$ cat config.mk
export PLATFORM = sky130hd
export DESIGN_NAME = tvfs_mac
export DESIGN_NICKNAME = d
export VERILOG_FILES = /design/src/hdl/tvfs_pkg.sv /design/src/hdl/tvfs_mac.sv
export SDC_FILE = /design/constraint.sdc
export NUM_CORES = 2
export LEC_CHECK = 0
export ABC_AREA = 1
export BUFFER_PORTS_ARGS = -buffer_cell sky130_fd_sc_hd__buf_2
export CORE_UTILIZATION = 40
export CTS_BUF_LIST = sky130_fd_sc_hd__clkbuf_16
export CTS_CLUSTER_DIAMETER = 100
export DETAILED_ROUTE_END_ITERATION = 16
export SLEW_MARGIN = 0
export SYNTH_ARGS = -nofsm -noshare
export SYNTH_HDL_FRONTEND = slang
export SYNTH_SLANG_ARGS = --single-unit
$ cat constraint.sdc
create_clock -name clk -period 11.15 [get_ports clk]
set_input_delay 2.23 -clock clk [delete_from_list [all_inputs] [get_ports clk]]
set_output_delay 2.23 -clock clk [all_outputs]
set_load 0.02 [all_outputs]
$ cat src/hdl/tvfs_pkg.sv
// tvfs_pkg: shared constants, register indexes and multiply-accumulate control types
// for the trilinear vector field sampler. No dependencies.
`default_nettype none

package tvfs_pkg;

  // Grid geometry
  localparam int DIM_X = 16;
  localparam int DIM_Y = 16;
  localparam int DIM_Z = 16;
  localparam int NUM_GRIDS = 4;
  localparam int NUM_CORNERS = 8;
  localparam int GRID_CELLS = DIM_X * DIM_Y * DIM_Z;
  localparam int STRIDE_Y = DIM_X;
  localparam int STRIDE_Z = DIM_X * DIM_Y;
  localparam int DIM_MAX = (DIM_X > DIM_Y) ? ((DIM_X > DIM_Z) ? DIM_X : DIM_Z)
                                           : ((DIM_Y > DIM_Z) ? DIM_Y : DIM_Z);
  localparam int LIN_W = $clog2(GRID_CELLS);
  localparam int AXIS_IDX_W = $clog2(DIM_MAX);
  localparam int SEL_W = 2;
  localparam int MEM_AW = LIN_W + SEL_W;
  localparam int MEM_DEPTH = 1 << MEM_AW;

  // Field widths
  localparam int WIDX_W = 12;
  localparam int VAL_W = 16;
  localparam int WORD_W = 3 * VAL_W;
  localparam int COORD_W = 32;
  localparam int OUT_W = 24;
  localparam int CFG_IDX_W = 3;
  localparam int CFG_DATA_W = 32;

  // Datapath widths
  localparam int FRAC_W = 26;      // fraction, Q.16, saturated to +/-256.0
  localparam int FRAC_LO_W = 13;   // fraction split for the two multiply passes
  localparam int LERP_W = 40;      // intermediate Q.8 values
  localparam int MUL_A_W = 38;
  localparam int MUL_B_W = 17;
  localparam int PROD_W = MUL_A_W + MUL_B_W;
  localparam int ACC_W = 64;
  localparam int G_W = ACC_W - 16; // grid coordinate magnitude, Q.16

  // Commands
  localparam logic CMD_WRITE = 1'b0;
  localparam logic CMD_SAMPLE = 1'b1;

  // Register indexes
  localparam logic [CFG_IDX_W-1:0] REG_ORIGIN_X = 3'd0;
  localparam logic [CFG_IDX_W-1:0] REG_ORIGIN_Y = 3'd1;
  localparam logic [CFG_IDX_W-1:0] REG_ORIGIN_Z = 3'd2;
  localparam logic [CFG_IDX_W-1:0] REG_INV_SPACING_X = 3'd3;
  localparam logic [CFG_IDX_W-1:0] REG_INV_SPACING_Y = 3'd4;
  localparam logic [CFG_IDX_W-1:0] REG_INV_SPACING_Z = 3'd5;

  localparam logic [CFG_DATA_W-1:0] INV_SPACING_RESET = 32'h0001_0000;

  // Multiply-accumulate control
  typedef enum logic [1:0] {
    MAC_HOLD,
    MAC_LOAD,
    MAC_ADD
  } mac_op_t;

  typedef enum logic [1:0] {
    MAC_SH0,
    MAC_SH13,
    MAC_SH16
  } mac_shift_t;

  typedef struct packed {
    mac_op_t    op;
    mac_shift_t shift;
  } mac_ctl_t;

endpackage

`default_nettype wire

$ cat src/hdl/tvfs_mac.sv
// tvfs_mac: shared signed multiply-accumulate unit (38 x 17 bits into 64 bits).
// Depends on tvfs_pkg.
`default_nettype none

module tvfs_mac (
  input  wire logic                                clk,
  input  wire tvfs_pkg::mac_ctl_t                  ctl,
  input  wire logic signed [tvfs_pkg::MUL_A_W-1:0] a,
  input  wire logic signed [tvfs_pkg::MUL_B_W-1:0] b,
  input  wire logic        [tvfs_pkg::ACC_W-1:0]   init,
  output logic             [tvfs_pkg::ACC_W-1:0]   acc
);

  logic signed [tvfs_pkg::PROD_W-1:0] prod;
  logic [tvfs_pkg::ACC_W-1:0] prod_ext;
  logic [tvfs_pkg::ACC_W-1:0] addend;

  assign prod = a * b;
  assign prod_ext = {{(tvfs_pkg::ACC_W - tvfs_pkg::PROD_W){prod[tvfs_pkg::PROD_W-1]}}, prod};

  always_comb begin
    unique case (ctl.shift)
      tvfs_pkg::MAC_SH13: addend = prod_ext << 13;
      tvfs_pkg::MAC_SH16: addend = prod_ext << 16;
      default:            addend = prod_ext;
    endcase
  end

  always_ff @(posedge clk) begin
    unique case (ctl.op)
      tvfs_pkg::MAC_LOAD: acc <= init + addend;
      tvfs_pkg::MAC_ADD:  acc <= acc + addend;
      default:            acc <= acc;
    endcase
  end

endmodule

`default_nettype wire
Word-level counts from Yosys, hierarchy flattened
Index checks and enable logic that the tools add are counted.
{"block": "word_totals", "out_inout_bits": 64, "mem_bits_rw": 0, "regBits": 64, "memories": 0, "word_cells": 11, "rom_bits": 0, "latch_bits": 0}
{"block": "classes", "n_eq_ne": 4, "magnitude_cmp": 0, "n_bitwise": 0, "div": 0, "n_reduce_logical": 1, "n_addsub": 2, "n_mux": 2, "multipliers": 1, "shifts": 0}
{"operator": "$pmux 64 s2", "n": 2}
{"operator": "$add 64x64->64", "n": 2}
{"operator": "$mul 38x17->55", "n": 1}
{"operator": "$eq 2x1->1 const B", "n": 2}
{"operator": "$eq 2x2->1 const B", "n": 2}
{"operator": "$reduce_bool 2->1", "n": 1}

Logic depth before layout (Yosys ltp)
{"block": "logic_depth", "word_depth": 4, "depth_mapped": 46}

Worst setup path before layout
No wires, ideal clock.
{"block": "synth_timing", "path_type": "input -> register", "from": "input port a[37] in the netlist's numbering", "to": "register acc[63] in the netlist's numbering (data pin)", "slack_ns": 1.830, "path_stages": 42, "required_time_ns": 10.898, "arrival_ns": 9.068, "setup_ns": 0.252, "path_cell_list": "clkbuf_1 > clkbuf_1 > nand2_1 > inv_1 > fa_1 > fa_1 > inv_1 > fa_1 > inv_1 > fa_1 > inv_1 > fa_1 > inv_1 > fa_1 > ha_1 > nand2_1 > nor2_1 > inv_1 > [6 not listed] > nand3_1 > nand3_1 > nand2_1 > inv_1 > ha_1 > inv_1 > nor3_1 > nand2_1 > nor2_1 > inv_1 > nor4_2 > nand2_1 > nand2_1 > nand2_1 > nand2_1 > inv_1 > nand2_1 > nand2_1"}
{"block": "synth_via", "elab_chain_len": 4}
{"element": "start, declared", "line_no": "tvfs_mac.sv:8", "rtl": "input wire logic signed [tvfs_pkg::MUL_A_W-1:0] a,"}
{"element": "$mul 38x17->55 (*)", "line_no": "tvfs_mac.sv:18", "rtl": "assign prod = a * b;"}
{"element": "$pmux 64 s2 (*)", "line_no": "tvfs_mac.sv:22", "rtl": "unique case (ctl.shift)"}
{"element": "$add 64x64->64 (on tied branches)", "line_no": "tvfs_mac.sv:32, tvfs_mac.sv:31"}
{"element": "$pmux 64 s2 (*)", "line_no": "tvfs_mac.sv:30", "rtl": "unique case (ctl.op)"}
{"element": "end signal, assigned", "line_no": "tvfs_mac.sv:31", "rtl": "tvfs_pkg::MAC_LOAD: acc <= init + addend;"}
{"element": "end signal, assigned", "line_no": "tvfs_mac.sv:32", "rtl": "tvfs_pkg::MAC_ADD: acc <= acc + addend;"}
{"element": "end, declared", "line_no": "tvfs_mac.sv:11", "rtl": "output logic [tvfs_pkg::ACC_W-1:0] acc"}
Mark *: on every way between the ends. The rest lies on a longest branch, timed or not.
A chain may end at the register's enable or synchronous reset.

Final worst setup path
{"block": "layout_timing", "from": "input port b[10] in the netlist's numbering", "to": "register acc[45] in the netlist's numbering (data pin)"}
{"block": "layout_via", "elab_chain_len": 4}
{"element": "start, declared", "line_no": "tvfs_mac.sv:9", "rtl": "input wire logic signed [tvfs_pkg::MUL_B_W-1:0] b,"}
{"element": "$mul 38x17->55 (*)", "line_no": "tvfs_mac.sv:18"}
{"element": "$pmux 64 s2 (*)", "line_no": "tvfs_mac.sv:22"}
{"element": "$add 64x64->64 (on tied branches)", "line_no": "tvfs_mac.sv:32, tvfs_mac.sv:31"}
{"element": "$pmux 64 s2 (*)", "line_no": "tvfs_mac.sv:30"}
Marks and branches as above.

==> flow_summary.yaml <==
status:
  status: "complete, no violations"
timing:
  finClkSkew_ns: 0.0118
  drv_slew: 0
  period_share: 0.968
  finalCriticalPeriod_ns: 10.80
  worstMarginPinSlew_ns: 0.914
  max_freq_mhz: 92.6
  finalHoldViolations: 0
  rsz0062_at_grt: "no"
  setup_viol: 0
  holdWs_ns: 0.693
  slew-limit-headroom: 0.390
cells_and_area:
  drive_gt1_frac: 0.0810
  top_register: "acc"
  num-nets-final: 5467
  final_core_util: 0.436
  largest_registers: "acc (64)"
  largest_reg_flops: 64
  area_growth_pct: 7.38
placement:
  place_congestion: 1.05
  numPortBuffers: 187
  hpwl_um: 88800
yosys:
  synth_common_cells: "inv_1, nand2_1, fa_1"
  syn_avg_cell_area_um2: 7.23
  synth_most_common_cell: "inv_1"
  syn_nets: 5388
  synth-edff-count: 64
  synth-seq-cells: 64
  yosysUniqueCellTypes: 53
  yosysTopAreaCellShare: 0.380
  yosys_warnings: 0
  yosys.area.top_type: "fa_1"
  ys_seq_area_frac: 0.0596
  async_flop_share: 0
  ys_top_cells_by_area: "fa_1, inv_1, nand2_1, ha_1, edfxtp_1"
  synthFlopType: "edfxtp_1"
  syn_inst: 4457
  synthesis.area_um2: 32200
cts:
  cts_buffer_depth: 2
  clk_pin_slew_ns: 0.06
  clock_latency_ns: 0.36
  cts.sinks: 64
  cts_setup_buffers: 0
  cts_buffers: 9
  cts_max_level: 3
  cts_tree: "built"
  clock-root-buffer: "clkbuf_16"
critical_path:
  cp_common_cell: "inv_1"
  cp_top_family: "adder cells"
  crit_path_max_fanout: 22
  crit_type: "in2reg"
  path_buf_inv: 9
  cp_slowest_cell: "a21boi_0"
  arrival_ns: 10.96
  start_kind: "primary input"
  worstRegToRegCells: 10
  worstPathRequired_ns: 11.31
  max_stage_delay_ns: 0.62
  cp-end-kind: "flop"
  worst-path-stages: 34
grt:
  track_usage: 0.257
  grt_max_degree: 65
  grt_pass1_wl_um: 163000
  antenna_found_initial: 1
  grt_pass1_vias: 28800
  gr-total-overflow: 0
drt:
  wl_per_cell_um: 18.1
  route.antenna.remaining_nets: 0
  drt_iter0_drc: 2195
  vias: 27900
  drt_pass1_iterations: 6
  drc: 0
  drt-total-wl_um: 101000
  avgViaCountPerCell: 4.99
floorplan:
  start_util: 0.406
  die_area_um2: 81800
  die_width_um: 286
  die_h_um: 286
  io_pins: 188
  row_count: 103
  core_area_um2: 79400
hold_path:
  hold_path_depth: 2
  hold_path.class: "reg2reg"
job:
  drv_cap: 0
==> worst min-delay path, cell delays in order (launching register included) <==
cell and delay [ns]:
edfxtp_1 0.34, mux2_2 0.14, ha_1 0.11
==> final timing paths <==
| kind | end | slack, ns | startpoint |
|---|---|---|---|
| hold / removal | acc[0] | 0.69 | acc[0] |
| setup / recovery | acc[45] | 0.35 | b[10] |
| hold reg to reg | acc[0] | 0.69 | acc[0] |
| setup reg to reg | acc[45] | 7.82 | acc[35] |
==> cell type report <==
cell class	instances	area (µm²)
fillers	8296	44800
clock buffers	9	225
inverters	1254	4710
flip-flops and latches	64	1920
well taps	1050	1310
repair buffers	235	1380
clock inverters	7	78.8
multi-input cells	2972	25000
diodes	1	2.50
==> metal layers <==
metal,up-vias,track usage,wire (µm)
met5,-,0,0
met4,0,0.0549,2250
met3,112,0.0388,6640
met2,854,0.419,46900
met1,13700,0.360,45600
li1,13200,-,-
==> cell usage in the layout (no fill, tap or decap), drive strengths merged, types with 2 or more instances in the layout <==
cell type  count
a21boi         8
a21o          12
a21oi        141
a22oi          2
a31oi         12
and2           2
and3           2
buf          230
bufinv         2
clkbuf        14
clkinv         4
edfxtp        64
fa           612
ha           195
inv         1255
mux2          62
nand2       1148
nand3        193
nand3b        15
nand4         30
nor2         252
nor3          26
nor4           6
o211ai        13
o21a           6
o21ai         85
o21bai        38
o221ai        14
o22ai          2
or2           18
xnor2         23
xor2          49
==> repair_timing <==
action	CTS	global route
resized for setup	0	7
hold buffers	0	0
endpoints found under the setup margin	0	11
==> cell families after synthesis <==
group	after synthesis	synth area share
adder cells (fa/ha/maj)	807	0.456
XOR/XNOR	72	0.0196
AND/OR/NAND/NOR	1693	0.216
flip-flops	64	0.0596
AO/OA/AOI/OAI	338	0.0618
buffers and inverters	1421	0.166
multiplexers	62	0.0217
==> through the flow <==
| step | TNS [ns] | std cells | worst slack (ns) | instance area [µm²] |
|---|---|---|---|---|
| floorplan | 0 | 4457 | 1.83 | 32200 |
| detailed placement | -0.0859 | 5575 | -0.0859 | 34300 |
| finish | 0 | 5592 | 0.352 | 34600 |
| global route | 0 | 5592 | 0.00759 | 34600 |
| global placement | -0.233 | 5575 | -0.233 | 34300 |
| CTS | 0 | 5591 | 0.267 | 34600 |
Power is left out: the tool's default activity adds up to more than one toggle a clock period on the data nets, which glitch-free logic cannot reach.
